`config.mk`:
```
export PLATFORM = sky130hd
export DESIGN_NAME = tilt_to_drive_command_unit_flat
export DESIGN_NICKNAME = d
export VERILOG_FILES = /design/src/rtl/tdc_pkg.sv /design/src/rtl/tdc_if.sv /design/src/rtl/tdc_csr.sv /design/src/rtl/tdc_axis.sv /design/src/rtl/tdc_cmd.sv /design/src/rtl/tilt_to_drive_command_unit.sv /design/src/flat_wrapper.sv
export VERILOG_INCLUDE_DIRS = /design/src /design/src/rtl
export SDC_FILE = /design/constraint.sdc
export NUM_CORES = 1
export LEC_CHECK = 0
export BUFFER_PORTS_ARGS = -buffer_cell sky130_fd_sc_hd__buf_2
export CAP_MARGIN = 20
export CORE_ASPECT_RATIO = 0.8
export CORE_MARGIN = 3
export CORE_UTILIZATION = 60
export DETAILED_ROUTE_END_ITERATION = 7
export GPL_TIMING_DRIVEN = 0
export MAX_ROUTING_LAYER = met4
export PLACE_DENSITY = 0.89
export SETUP_SLACK_MARGIN = 0.4
export SLEW_MARGIN = 20
export SYNTH_ARGS = -nofsm -noshare
export SYNTH_HDL_FRONTEND = slang
export SYNTH_HIERARCHICAL = 1
export SYNTH_SLANG_ARGS = --single-unit
```
`constraint.sdc`:
```
create_clock -name clock -period 9.4 [get_ports clock]
set_clock_uncertainty 0.1 [all_clocks]
set_input_delay 1.88 -clock clock [delete_from_list [all_inputs] [get_ports clock]]
set_output_delay 1.88 -clock clock [all_outputs]
set_load 0.01 [all_outputs]
```
`src/rtl/tilt_to_drive_command_unit_assert.svh`:
```
// Assertion macros for the tilt to drive command unit.
// Concurrent checks under simulation; empty bodies under synthesis.
`ifndef TILT_TO_DRIVE_COMMAND_UNIT_ASSERT_SVH
`define TILT_TO_DRIVE_COMMAND_UNIT_ASSERT_SVH

`ifndef SYNTHESIS
`define TDC_ASSERT(label, clk, rst, prop) \
   label: assert property (@(posedge clk) disable iff (rst) prop) \
      else $error("tilt_to_drive_command_unit: property violated");
`define TDC_ASSERT_NEVER(label, clk, rst, expr) \
   label: assert property (@(posedge clk) disable iff (rst) !(expr)) \
      else $error("tilt_to_drive_command_unit: forbidden condition");
`else
`define TDC_ASSERT(label, clk, rst, prop)
`define TDC_ASSERT_NEVER(label, clk, rst, expr)
`endif

`endif

```
`src/rtl/tdc_pkg.sv`:
```
// Shared types and constants of the tilt to drive command unit.
// No dependencies.
`timescale 1ns / 1ps

package tdc_pkg;

   localparam int TILT_W  = 12;
   localparam int SPEED_W = 10;
   localparam int RAD_W   = 16;
   localparam int CSR_W   = 9;
   localparam int PCT_W   = 7;
   localparam int PROD_W  = 16;

   localparam logic [TILT_W-1:0] DEAD_ZONE = 12'd200;
   localparam logic [TILT_W-1:0] FULL_SPAN = 12'd600;
   localparam logic [PCT_W-1:0]  PCT_FULL  = 7'd100;

   // f / 6 as (f * DIV6_MUL) >> DIV6_SHIFT, exact for f up to 600
   localparam logic [15:0] DIV6_MUL   = 16'd43691;
   localparam int          DIV6_SHIFT = 18;
   // n / 100 as (n * DIV100_MUL) >> DIV100_SHIFT, exact for n up to 51100
   localparam logic [17:0] DIV100_MUL   = 18'd167773;
   localparam int          DIV100_SHIFT = 24;

   localparam logic [10:0]      RADIUS_BASE   = 11'd2000;
   localparam logic [RAD_W-1:0] STRAIGHT_CODE = 16'h8000;

   localparam logic [CSR_W-1:0] MAX_SPEED_RST  = 9'd500;
   localparam logic [CSR_W-1:0] TURN_SPEED_RST = 9'd250;

   typedef enum logic [0:0] {
      CSR_MAX_SPEED  = 1'b0,
      CSR_TURN_SPEED = 1'b1
   } csr_index_type;

   typedef struct packed {
      logic [CSR_W-1:0] max_speed;
      logic [CSR_W-1:0] turn_speed;
   } csr_type;

   typedef struct packed {
      logic             neg;
      logic [PCT_W-1:0] mag;
   } pct_type;

endpackage

```
`src/rtl/tdc_if.sv`:
```
// Request and response channel interfaces of the tilt to drive command unit.
// Depends on tdc_pkg.
`timescale 1ns / 1ps

interface tdc_req_if
   import tdc_pkg::*;
();
   logic                     valid;
   logic                     ready;
   logic signed [TILT_W-1:0] x_tilt;
   logic signed [TILT_W-1:0] y_tilt;

   modport source (output valid, output x_tilt, output y_tilt, input ready);
   modport sink   (input valid, input x_tilt, input y_tilt, output ready);
endinterface

interface tdc_rsp_if
   import tdc_pkg::*;
();
   logic                      valid;
   logic                      ready;
   logic signed [SPEED_W-1:0] speed;
   logic signed [RAD_W-1:0]   radius;

   modport source (output valid, output speed, output radius, input ready);
   modport sink   (input valid, input speed, input radius, output ready);
endinterface

```
`src/rtl/tdc_csr.sv`:
```
// Configuration registers: max_speed and turn_speed.
// Depends on tdc_pkg.
`timescale 1ns / 1ps

module tdc_csr
   import tdc_pkg::*;
(
   input  logic             clock,
   input  logic             reset,
   input  logic             csr_we,
   input  csr_index_type    csr_index,
   input  logic [CSR_W-1:0] csr_wdata,
   output csr_type          csr
);

   csr_type csr_ff;
   csr_type csr_in;

   always_comb begin
      csr_in = csr_ff;
      if (csr_we) begin
         unique case (csr_index)
            CSR_MAX_SPEED:  csr_in.max_speed  = csr_wdata;
            CSR_TURN_SPEED: csr_in.turn_speed = csr_wdata;
         endcase
      end
   end

   always_ff @(posedge clock) begin
      if (reset) begin
         csr_ff.max_speed  <= MAX_SPEED_RST;
         csr_ff.turn_speed <= TURN_SPEED_RST;
      end else begin
         csr_ff <= csr_in;
      end
   end

   assign csr = csr_ff;

endmodule

```
`src/rtl/tdc_axis.sv`:
```
// One tilt axis to a signed percent: dead zone, clamp, divide by six.
// Depends on tdc_pkg.
`timescale 1ns / 1ps

module tdc_axis
   import tdc_pkg::*;
(
   input  logic signed [TILT_W-1:0] tilt,
   output pct_type                  pct
);

   logic [TILT_W-1:0] mag_abs;
   logic [TILT_W-1:0] excess;
   logic [25:0]       quot_prod;

   always_comb begin
      mag_abs   = tilt[TILT_W-1] ? TILT_W'(-tilt) : TILT_W'(tilt);
      excess    = mag_abs - DEAD_ZONE;
      quot_prod = 26'(excess[9:0]) * 26'(DIV6_MUL);
      pct.neg   = tilt[TILT_W-1];
      priority if (mag_abs < DEAD_ZONE) begin
         pct.mag = '0;
      end else if (excess > FULL_SPAN) begin
         pct.mag = PCT_FULL;
      end else begin
         pct.mag = quot_prod[DIV6_SHIFT +: PCT_W];
      end
   end

endmodule

```
`src/rtl/tdc_cmd.sv`:
```
// Final command stage: divide speed product by 100, select radius and speed.
// Depends on tdc_pkg.
`timescale 1ns / 1ps

module tdc_cmd
   import tdc_pkg::*;
(
   input  logic [PROD_W-1:0]         prod,
   input  logic                      x_neg,
   input  pct_type                   y_pct,
   input  csr_type                   csr,
   output logic signed [SPEED_W-1:0] speed,
   output logic signed [RAD_W-1:0]   radius
);

   logic [33:0]        quot_prod;
   logic [CSR_W-1:0]   quot;
   logic [SPEED_W-1:0] quot_ext;
   logic [SPEED_W-1:0] x_speed;
   logic [SPEED_W-1:0] turn_ext;
   logic [10:0]        rad_mag;
   logic [RAD_W-1:0]   rad_ext;

   always_comb begin
      quot_prod = 34'(prod) * 34'(DIV100_MUL);
      quot      = quot_prod[DIV100_SHIFT +: CSR_W];
      quot_ext  = {1'b0, quot};
      x_speed   = x_neg ? SPEED_W'(-quot_ext) : quot_ext;
      turn_ext  = {1'b0, csr.turn_speed};
      rad_mag   = RADIUS_BASE - (11'(y_pct.mag) << 4) - (11'(y_pct.mag) << 2);
      rad_ext   = {5'd0, rad_mag};
      priority if (y_pct.mag == '0) begin
         speed  = x_speed;
         radius = STRAIGHT_CODE;
      end else if (y_pct.mag == PCT_FULL) begin
         speed  = y_pct.neg ? SPEED_W'(-turn_ext) : turn_ext;
         radius = '0;
      end else begin
         speed  = x_speed;
         radius = y_pct.neg ? RAD_W'(-rad_ext) : rad_ext;
      end
   end

endmodule

```
`src/rtl/tilt_to_drive_command_unit.sv`:
```
// Tilt to drive command unit: four register stages (input, percent, product,
// result). An accepted req beat passes all four to reach rsp; one beat per cycle is
// sustained with no rsp stall, set by one multiplier between each register pair.
// A stall on rsp backs up stage by stage; req.ready drops only when all are full.
// Synchronous reset clears all stage valids and loads max_speed 500, turn_speed 250.
`timescale 1ns / 1ps
`include "tilt_to_drive_command_unit_assert.svh"

module tilt_to_drive_command_unit
   import tdc_pkg::*;
(
   input  logic             clock,
   input  logic             reset,
   tdc_req_if.sink          req,
   tdc_rsp_if.source        rsp,
   input  logic             csr_we,
   input  csr_index_type    csr_index,
   input  logic [CSR_W-1:0] csr_wdata
);

   csr_type csr;

   logic s0_valid_ff, s1_valid_ff, s2_valid_ff, out_valid_ff;
   logic s0_adv, s1_adv, s2_adv, out_adv;

   logic signed [TILT_W-1:0] s0_x_ff, s0_y_ff;
   pct_type                  x_pct_in, y_pct_in;
   pct_type                  s1_x_ff, s1_y_ff;
   logic [PROD_W-1:0]        prod_in;
   logic [PROD_W-1:0]        s2_prod_ff;
   logic                     s2_x_neg_ff;
   pct_type                  s2_y_ff;
   logic signed [SPEED_W-1:0] speed_in, speed_ff;
   logic signed [RAD_W-1:0]   radius_in, radius_ff;

   tdc_csr u_csr (
      .clock     (clock),
      .reset     (reset),
      .csr_we    (csr_we),
      .csr_index (csr_index),
      .csr_wdata (csr_wdata),
      .csr       (csr)
   );

   tdc_axis u_axis_x (.tilt(s0_x_ff), .pct(x_pct_in));
   tdc_axis u_axis_y (.tilt(s0_y_ff), .pct(y_pct_in));

   assign prod_in = PROD_W'(s1_x_ff.mag) * PROD_W'(csr.max_speed);

   tdc_cmd u_cmd (
      .prod   (s2_prod_ff),
      .x_neg  (s2_x_neg_ff),
      .y_pct  (s2_y_ff),
      .csr    (csr),
      .speed  (speed_in),
      .radius (radius_in)
   );

   assign out_adv   = !out_valid_ff || rsp.ready;
   assign s2_adv    = !s2_valid_ff || out_adv;
   assign s1_adv    = !s1_valid_ff || s2_adv;
   assign s0_adv    = !s0_valid_ff || s1_adv;
   assign req.ready = s0_adv;

   always_ff @(posedge clock) begin
      if (reset) begin
         s0_valid_ff  <= 1'b0;
         s1_valid_ff  <= 1'b0;
         s2_valid_ff  <= 1'b0;
         out_valid_ff <= 1'b0;
      end else begin
         if (s0_adv)  s0_valid_ff  <= req.valid;
         if (s1_adv)  s1_valid_ff  <= s0_valid_ff;
         if (s2_adv)  s2_valid_ff  <= s1_valid_ff;
         if (out_adv) out_valid_ff <= s2_valid_ff;
      end
   end

   always_ff @(posedge clock) begin
      if (s0_adv) begin
         s0_x_ff <= req.x_tilt;
         s0_y_ff <= req.y_tilt;
      end
      if (s1_adv) begin
         s1_x_ff <= x_pct_in;
         s1_y_ff <= y_pct_in;
      end
      if (s2_adv) begin
         s2_prod_ff  <= prod_in;
         s2_x_neg_ff <= s1_x_ff.neg;
         s2_y_ff     <= s1_y_ff;
      end
      if (out_adv) begin
         speed_ff  <= speed_in;
         radius_ff <= radius_in;
      end
   end

   assign rsp.valid  = out_valid_ff;
   assign rsp.speed  = speed_ff;
   assign rsp.radius = radius_ff;

   `TDC_ASSERT(a_out_from_s2, clock, reset, $rose(out_valid_ff) |-> $past(s2_valid_ff))
   `TDC_ASSERT_NEVER(a_pct_range, clock, reset, s1_valid_ff && (s1_x_ff.mag > PCT_FULL || s1_y_ff.mag > PCT_FULL))
   `TDC_ASSERT(a_radius_step, clock, reset, (out_valid_ff && radius_ff != '0 && radius_ff != STRAIGHT_CODE) |-> (radius_ff[1:0] == 2'b00))

endmodule
```
`src/flat_wrapper.sv`:
```
// flat-port wrapper written by rule: the top's interface ports become plain ports
module tilt_to_drive_command_unit_flat import tdc_pkg::*;
  (clock, reset, csr_we, csr_index, csr_wdata, req_valid, req_x_tilt, req_y_tilt, req_ready, rsp_valid, rsp_speed, rsp_radius, rsp_ready);
  tdc_req_if req_i ();
  tdc_rsp_if rsp_i ();
  input  logic clock;
  input  logic reset;
  input  logic csr_we;
  input  csr_index_type csr_index;
  input  logic [CSR_W-1:0] csr_wdata;
  input wire logic [$bits(req_i.valid)-1:0] req_valid;
  input wire logic [$bits(req_i.x_tilt)-1:0] req_x_tilt;
  input wire logic [$bits(req_i.y_tilt)-1:0] req_y_tilt;
  output wire logic [$bits(req_i.ready)-1:0] req_ready;
  output wire logic [$bits(rsp_i.valid)-1:0] rsp_valid;
  output wire logic [$bits(rsp_i.speed)-1:0] rsp_speed;
  output wire logic [$bits(rsp_i.radius)-1:0] rsp_radius;
  input wire logic [$bits(rsp_i.ready)-1:0] rsp_ready;
  assign req_i.valid = req_valid;
  assign req_i.x_tilt = req_x_tilt;
  assign req_i.y_tilt = req_y_tilt;
  assign req_ready = req_i.ready;
  assign rsp_valid = rsp_i.valid;
  assign rsp_speed = rsp_i.speed;
  assign rsp_radius = rsp_i.radius;
  assign rsp_i.ready = rsp_ready;
  tilt_to_drive_command_unit u_core (.clock(clock), .reset(reset), .req(req_i), .rsp(rsp_i), .csr_we(csr_we), .csr_index(csr_index), .csr_wdata(csr_wdata));
endmodule
```
-- Word-level counts from Yosys, hierarchy flattened
Cells that the tools add are included.
- bits in registers: 113
- input bits: 39
- output and inout bits: 28
- word-level logic and storage cells: 67
- add/subtract/negate cells: 9
- bitwise gates (word level): 2
- eq/ne operators: 1
- reduce and logical (&&, ||, !) cells: 15
- order comparisons: 4
- muxes and demuxes: 10
- $mul: 4
- operator list (cell ; number):
    $mul 10x16->25 const B ; 2
    $mux 10 ; 4
    $mul 16x18->33 const B ; 1
    $mux 16 ; 2
    $gt 12x10->1 const B ; 2
    $lt 12x8->1 const B ; 2
    $mux 12 ; 2
    $neg 12->12 ; 2
    $sub 12x8->12 const B ; 2
    $neg 9->10 ; 2
    $mul 7x9->16 ; 1
    $neg 11->16 ; 1
    $mux 7 ; 2
    $sub 11x11->11 const A ; 1
    $sub 11x9->11 ; 1
    $eq 7x7->1 const B ; 1
    $logic_not 7->1 ; 1
    $reduce_or 2->1 ; 3
    $logic_not 1->1 ; 4
    $logic_or 1x1->1 ; 4
    $reduce_and 2->1 ; 2
    $reduce_or 3->1 ; 1
    $not 1->1 ; 2

-- Depth between registers and ports, before layout
- depth in word-level cells: 5
- depth in mapped cells: 28
- depth with buffers taken out: 28

-- Modules after synthesis
Netlist, hierarchy kept.
- modules (own cells, without submodules) (module ; seq. area each (sq um) ; area an instance (sq um) ; instances ; cells an instance):
    tdc_cmd ; 0.0 ; 6526.3 ; 1 ; 756
    tilt_to_drive_command_unit ; 2812.7 ; 4901.0 ; 1 ; 337
    tdc_axis at u_core.u_axis_x ; 0.0 ; 2773.9 ; 1 ; 307
    tdc_axis at u_core.u_axis_y ; 0.0 ; 2642.5 ; 1 ; 294
    tdc_csr ; 360.3 ; 730.7 ; 1 ; 74

-- Worst setup path after synthesis
OpenSTA, ideal clock, no wires.
- path kind: flip-flop to flip-flop
- from: register u_core.s0_x_ff[0]
- to: register u_core/s1_x_ff[6] in the netlist's numbering, data pin
- stages on the path, launching flop included: 25
- arrival time: 6.977 ns
- clock period less this slack: 7.223 ns
- path buffers: 0
- setup slack: 2.177 ns
- library setup time: 0.146 ns
- required time: 9.154 ns
- path through: edfxtp_1 > inv_1 > ha_1 > a21boi_0 > xor2_1 > inv_1 > ha_1 > a2111oi_0 > a211o_1 > nor4bb_1 > ha_1 > fa_1 > fa_1 > inv_1 > fa_1 > fa_1 > ha_1 > nand3_1 > a211oi_1 > a221oi_2 > o311a_1 > o31ai_1 > a21oi_1 > xnor3_1 > a21boi_1
- word-level cells in the longest chain between the ends: 5
- elaborated cells between the ends (all ways): 7
- classes of those cells: 2 x add/sub; 1 x mul; 2 x order compare; 2 x mux
- ends and longest elaborated chain (item ; line ; source):
    from (decl) ; tilt_to_drive_command_unit.sv:26 ; logic signed [TILT_W-1:0] s0_x_ff, s0_y_ff;
    from (signal assigned) ; tilt_to_drive_command_unit.sv:81 ; s0_x_ff <= req.x_tilt;
    $neg 12->12 ; tdc_axis.sv:17 ; mag_abs = tilt[TILT_W-1] ? TILT_W'(-tilt) : TILT_W'(tilt);
    $mux 12 * ; tdc_axis.sv:17 ;
    $sub 12x8->12 ; tdc_axis.sv:18 ; excess = mag_abs - DEAD_ZONE;
    $mul 10x16->25 or $gt 12x10->1 (tied branches) ; tdc_axis.sv:19, tdc_axis.sv:23 ;
    $mux 7 ; tdc_axis.sv:23 ; end else if (excess > FULL_SPAN) begin
    to (signal assigned) ; tilt_to_drive_command_unit.sv:85 ; s1_x_ff <= x_pct_in;
    to (decl) ; tilt_to_drive_command_unit.sv:28 ; pct_type s1_x_ff, s1_y_ff;
Every way passes the cells marked *; elsewhere a longest branch is shown, timed or not.
A chain may end at the register's enable or synchronous reset.

-- Final worst setup path
- from: register u_core.s0_y_ff[0]
- to: register u_core/s1_y_ff[4] in the netlist's numbering, data pin
- word-level cells in the longest chain between the ends: 5
- elaborated cells between the ends (all ways): 7
- classes of those cells: 2 x add/sub; 1 x mul; 2 x order compare; 1 x mux; 1 x reduce/logical
- ends and longest elaborated chain (item ; line ; source):
    from (decl) ; tilt_to_drive_command_unit.sv:26 ;
    from (signal assigned) ; tilt_to_drive_command_unit.sv:82 ; s0_y_ff <= req.y_tilt;
    $neg 12->12 ; tdc_axis.sv:17 ;
    $mux 12 * ; tdc_axis.sv:17 ;
    parallel branches: the longest is 3 deep, another holds $mul 10x16->25 ; - ;
    to (signal assigned) ; tilt_to_drive_command_unit.sv:86 ; s1_y_ff <= y_pct_in;
    to (decl) ; tilt_to_drive_command_unit.sv:28 ;
Every way passes the cells marked *.

==> impl_metrics.prom <==
# TYPE chip_impl_metric gauge
chip_impl_metric{name="floorplan_die_area",unit="mm²"} 0.0314
chip_impl_info{name="critical_r2r_launch",value="u_core/s0_y_ff[0]$_DFFE_PP_"} 1
chip_impl_metric{name="post_synthesis_to_final_layout_area_growth",unit="%"} 7.96
chip_impl_metric{name="rrSetupSlack",unit="ps"} 1150
chip_impl_metric{name="route.final.wire_length",unit="mm"} 40.2
chip_impl_metric{name="postSynth.asyncResetShare",unit=""} 0
chip_impl_metric{name="slew-limit-headroom",unit=""} 0.318
chip_impl_metric{name="track_usage",unit=""} 0.274
chip_impl_metric{name="cts_resized",unit=""} 0
chip_impl_metric{name="cell_area_after_layout",unit="mm²"} 0.0190
chip_impl_info{name="criticalPathCategory",value="reg2reg"} 1
chip_impl_metric{name="gp_congestion",unit=""} 0.951
chip_impl_metric{name="pre_cts_slack",unit="ps"} 1260
chip_impl_metric{name="layout_setup_ws",unit="ps"} 1150
chip_impl_metric{name="clk-insertion-delay-late",unit="ps"} 440
chip_impl_metric{name="cts_made_buffers",unit=""} 17
chip_impl_metric{name="syn_inst",unit=""} 1768
chip_impl_metric{name="grt_antenna_before_repair",unit=""} 0
chip_impl_metric{name="route.vias.total",unit=""} 13100
chip_impl_metric{name="portBuffers",unit=""} 66
chip_impl_metric{name="number_of_maximum_capacitance_constraint_violations",unit=""} 0
chip_impl_metric{name="final-seq-area",unit="mm²"} 0.00317
chip_impl_metric{name="detailedRoute.firstIterationViolations",unit=""} 1281
chip_impl_info{name="unrepaired_setup_endpoints_after_global_routing",value="false"} 1
chip_impl_metric{name="critPathArrivalTime",unit="ps"} 8330
chip_impl_info{name="setup.worst_path.end_class",value="flip-flop"} 1
chip_impl_metric{name="std_cell_rows",unit=""} 55
chip_impl_metric{name="min_period",unit="ps"} 8250
chip_impl_metric{name="report.final.hold_viol_count",unit=""} 0
chip_impl_metric{name="place.detailed.hpwl",unit="mm"} 32.5
chip_impl_info{name="start_kind",value="flip-flop"} 1
chip_impl_metric{name="grt_pass1_vias",unit=""} 13900
chip_impl_info{name="tritoncts",value="built"} 1
chip_impl_metric{name="placeableCoreArea",unit="mm²"} 0.0286
chip_impl_metric{name="final_cells",unit=""} 2238
chip_impl_metric{name="final.period_utilization",unit=""} 0.877
chip_impl_metric{name="cts_buffer_depth",unit=""} 2
chip_impl_metric{name="finalSetupViolations",unit=""} 0
chip_impl_metric{name="worst-slew-pin-transition",unit="ps"} 1020
chip_impl_info{name="layout.cells.most_common_list",value="349 x sky130_fd_sc_hd__inv_1, 325 x sky130_fd_sc_hd__ha_1, 194 x sky130_fd_sc_hd__fa_1, 91 x sky130_fd_sc_hd__edfxtp_1, 81 x sky130_fd_sc_hd__nand2_1"} 1
chip_impl_metric{name="total_of_flip_flops_plus_latches_after_synthesis",unit=""} 113
chip_impl_metric{name="die_height",unit="µm"} 159
chip_impl_metric{name="timing.reg2reg.worst_path_depth",unit=""} 25
chip_impl_metric{name="die_w",unit="µm"} 197
chip_impl_metric{name="fillCellCount",unit=""} 2041
chip_impl_info{name="min_from",value="u_core/s1_y_ff[6]$_DFFE_PP_"} 1
chip_impl_metric{name="synth-seq-area-share",unit=""} 0.181
chip_impl_info{name="cp-endpoint",value="u_core/s1_y_ff[4]$_DFFE_PP_"} 1
chip_impl_metric{name="num-nets-final",unit=""} 2413
chip_impl_metric{name="placement.cell_area",unit="mm²"} 0.0184
chip_impl_metric{name="cts_hold_buffers",unit=""} 0
chip_impl_metric{name="synth_area_per_cell",unit="µm²"} 9.94
chip_impl_metric{name="grt_pass1_wl",unit="mm"} 68.1
chip_impl_metric{name="grt_max_degree",unit=""} 27
chip_impl_info{name="outcome",value="finished clean"} 1
chip_impl_metric{name="yosysUniqueCellTypes",unit=""} 99
chip_impl_info{name="hp-class",value="reg2reg"} 1
chip_impl_metric{name="setup_total_negative_slack",unit="ps"} 0
chip_impl_metric{name="router_iterations_before_antenna_repair",unit=""} 6
chip_impl_metric{name="worst_setup_hold_path_clk_slew",unit="ps"} 70
chip_impl_metric{name="ctsHtreeMaxLevel",unit=""} 4
chip_impl_info{name="synth_top_area_cell",value="sky130_fd_sc_hd__ha_1"} 1
chip_impl_info{name="reg_to_reg_critical_path_endpoint",value="u_core/s1_y_ff[4]$_DFFE_PP_"} 1
chip_impl_metric{name="global_route.overflow_total",unit=""} 0
chip_impl_info{name="most_frequent_standard_cell_in_the_layout_excluding_fill_and_tap_cells",value="sky130_fd_sc_hd__inv_1"} 1
chip_impl_metric{name="multi_input_area",unit="mm²"} 0.0130
chip_impl_metric{name="buffers_inserted_by_post_cts_timing_repair",unit=""} 0
chip_impl_metric{name="drt-wirelength-per-cell",unit="µm"} 18.0
chip_impl_info{name="yosys-top-cells-area",value="sky130_fd_sc_hd__ha_1 23%, sky130_fd_sc_hd__fa_1 22%, sky130_fd_sc_hd__edfxtp_1 16%"} 1
chip_impl_metric{name="synth-edff-count",unit=""} 91
chip_impl_info{name="worst_setup_path_startpoint",value="u_core/s0_y_ff[0]$_DFFE_PP_"} 1
chip_impl_metric{name="vias_per_cell",unit=""} 5.87
chip_impl_metric{name="synthDominantCellAreaShare",unit=""} 0.231
chip_impl_metric{name="synth.cell_area",unit="mm²"} 0.0176
chip_impl_metric{name="detail_route.drc_violations",unit=""} 0
chip_impl_metric{name="dp.cells",unit=""} 2205
chip_impl_metric{name="synth.yosys.warnings",unit=""} 6
chip_impl_metric{name="tritoncts_num_sinks",unit=""} 113
chip_impl_metric{name="io_pins",unit=""} 67
chip_impl_metric{name="max_freq",unit="MHz"} 121
chip_impl_metric{name="antenna_cells",unit=""} 0
chip_impl_metric{name="antenna_left",unit=""} 0
chip_impl_metric{name="path_max_fanout",unit=""} 9
chip_impl_metric{name="report.final.slew_viol_count",unit=""} 0
chip_impl_metric{name="required_time_at_the_endpoint_of_the_critical_path",unit="ps"} 9480
chip_impl_metric{name="final_layout_size_suffix_gt1_frac",unit=""} 0.0894
chip_impl_info{name="ys_dominant_reg_cell",value="sky130_fd_sc_hd__edfxtp_1"} 1
chip_impl_info{name="clock_tree.root_cell",value="sky130_fd_sc_hd__clkbuf_16"} 1
chip_impl_metric{name="initial_utilization",unit=""} 0.615
[per-layer routing]
layer / GRT usage / wire, µm / up-vias
li1: - / - / 6148
met1: 0.354 / 17200 / 6403
met2: 0.458 / 20000 / 500
met3: 0.0360 / 2150 / 79
met4: 0.0745 / 830 / 0
met5: - / 0 / -
[synth_stat cells, types with 12 or more instances]
| library cell | count |
|---|---|
| sky130_fd_sc_hd__edfxtp_1 | 91 |
| sky130_fd_sc_hd__xor2_1 | 26 |
| sky130_fd_sc_hd__nand2b_1 | 19 |
| sky130_fd_sc_hd__o21ai_0 | 40 |
| sky130_fd_sc_hd__xnor2_1 | 54 |
| sky130_fd_sc_hd__a21oi_1 | 76 |
| sky130_fd_sc_hd__nand2_1 | 81 |
| sky130_fd_sc_hd__fa_1 | 194 |
| sky130_fd_sc_hd__a211oi_1 | 16 |
| sky130_fd_sc_hd__nor2b_1 | 17 |
| sky130_fd_sc_hd__inv_1 | 349 |
| sky130_fd_sc_hd__nand3_1 | 27 |
| sky130_fd_sc_hd__a21o_1 | 12 |
| sky130_fd_sc_hd__mux2i_1 | 12 |
| sky130_fd_sc_hd__nor3_1 | 20 |
| sky130_fd_sc_hd__ha_1 | 325 |
| sky130_fd_sc_hd__and2_1 | 62 |
| sky130_fd_sc_hd__nor2_1 | 77 |
| sky130_fd_sc_hd__dfxtp_1 | 22 |
| sky130_fd_sc_hd__nand4_1 | 13 |
[sequential cells by signal, indices dropped and copies added, names as in the netlist, 8 cells and up]
register,cells
u_core/rsp.radius,16
u_core/rsp.speed,10
u_core/s0_y_ff,12
u_core/s0_x_ff,12
u_core/s2_y_ff,8
u_core/s1_y_ff,8
u_core/s2_prod_ff,16
u_core/u_csr/csr,18
u_core/s1_x_ff,8
[kinds of logic (layout without fill, tap and decap cells)]
group	count (synthesis)	in the layout	share of synthesized area
mux	15	15	0.00876
flops	113	113	0.181
compound gates	271	271	0.112
buf+inv	373	472	0.0818
simple gates	391	391	0.120
xor+xnor	85	85	0.0449
other cells	1	2	0.000213
fa+ha+maj	519	519	0.452
[stage by stage]
stage | utilization | hold WS, ps
finish | 0.664 | 318
floorplan | - | 300
CTS | 0.663 | 318
global placement | 0.643 | 303
global route | 0.664 | 324
detailed placement | 0.643 | 305
[worst min-delay path by stage]
stage | slack (ps) | to | cells after the start
2_1_floorplan | 300 | u_core/s2_x_neg_ff$_DFFE_PP_ | 0
3_3_place_gp | 300 | u_core/s2_y_ff[2]$_DFFE_PP_ | 0
3_5_place_dp | 300 | u_core/s2_y_ff[1]$_DFFE_PP_ | 0
4_1_cts | 320 | u_core/s2_y_ff[1]$_DFFE_PP_ | 0
5_1_grt | 320 | u_core/s2_y_ff[6]$_DFFE_PP_ | 0
6_report | 320 | u_core/s2_y_ff[6]$_DFFE_PP_ | 0
[final cells by class]
| class | count | area share |
|---|---|---|
| multi-input combinational | 1283 | 0.683 |
| sequential | 113 | 0.167 |
| inverter | 349 | 0.0690 |
| clock buffer | 20 | 0.0252 |
| tap | 370 | 0.0244 |
| timing repair buffer | 67 | 0.0189 |
| buffer | 24 | 0.00673 |
| clock inverter | 12 | 0.00508 |
[critical path, stage by stage (launching register included)]
cell and delay [ps]:
sky130_fd_sc_hd__edfxtp_1 600, sky130_fd_sc_hd__inv_1 330, sky130_fd_sc_hd__ha_1 270, sky130_fd_sc_hd__or3b_4 440, sky130_fd_sc_hd__a211oi_1 470, sky130_fd_sc_hd__ha_1 360
sky130_fd_sc_hd__a32oi_1 210, sky130_fd_sc_hd__and2_1 240, sky130_fd_sc_hd__nor2_1 330, sky130_fd_sc_hd__ha_1 240, sky130_fd_sc_hd__inv_1 80, sky130_fd_sc_hd__fa_1 500
sky130_fd_sc_hd__inv_1 100, sky130_fd_sc_hd__fa_1 500, sky130_fd_sc_hd__fa_1 650, sky130_fd_sc_hd__inv_1 90, sky130_fd_sc_hd__fa_1 500, sky130_fd_sc_hd__inv_1 40
sky130_fd_sc_hd__ha_1 310, sky130_fd_sc_hd__o21ai_0 200, sky130_fd_sc_hd__nor2_1 80, sky130_fd_sc_hd__o41a_1 370, sky130_fd_sc_hd__o21ai_0 320, sky130_fd_sc_hd__a21oi_1 170
sky130_fd_sc_hd__or3_1 320, sky130_fd_sc_hd__and3_1 160
Power is not shown: default switching activity piles up to over one toggle a cycle in this logic, so the estimate is an artifact.
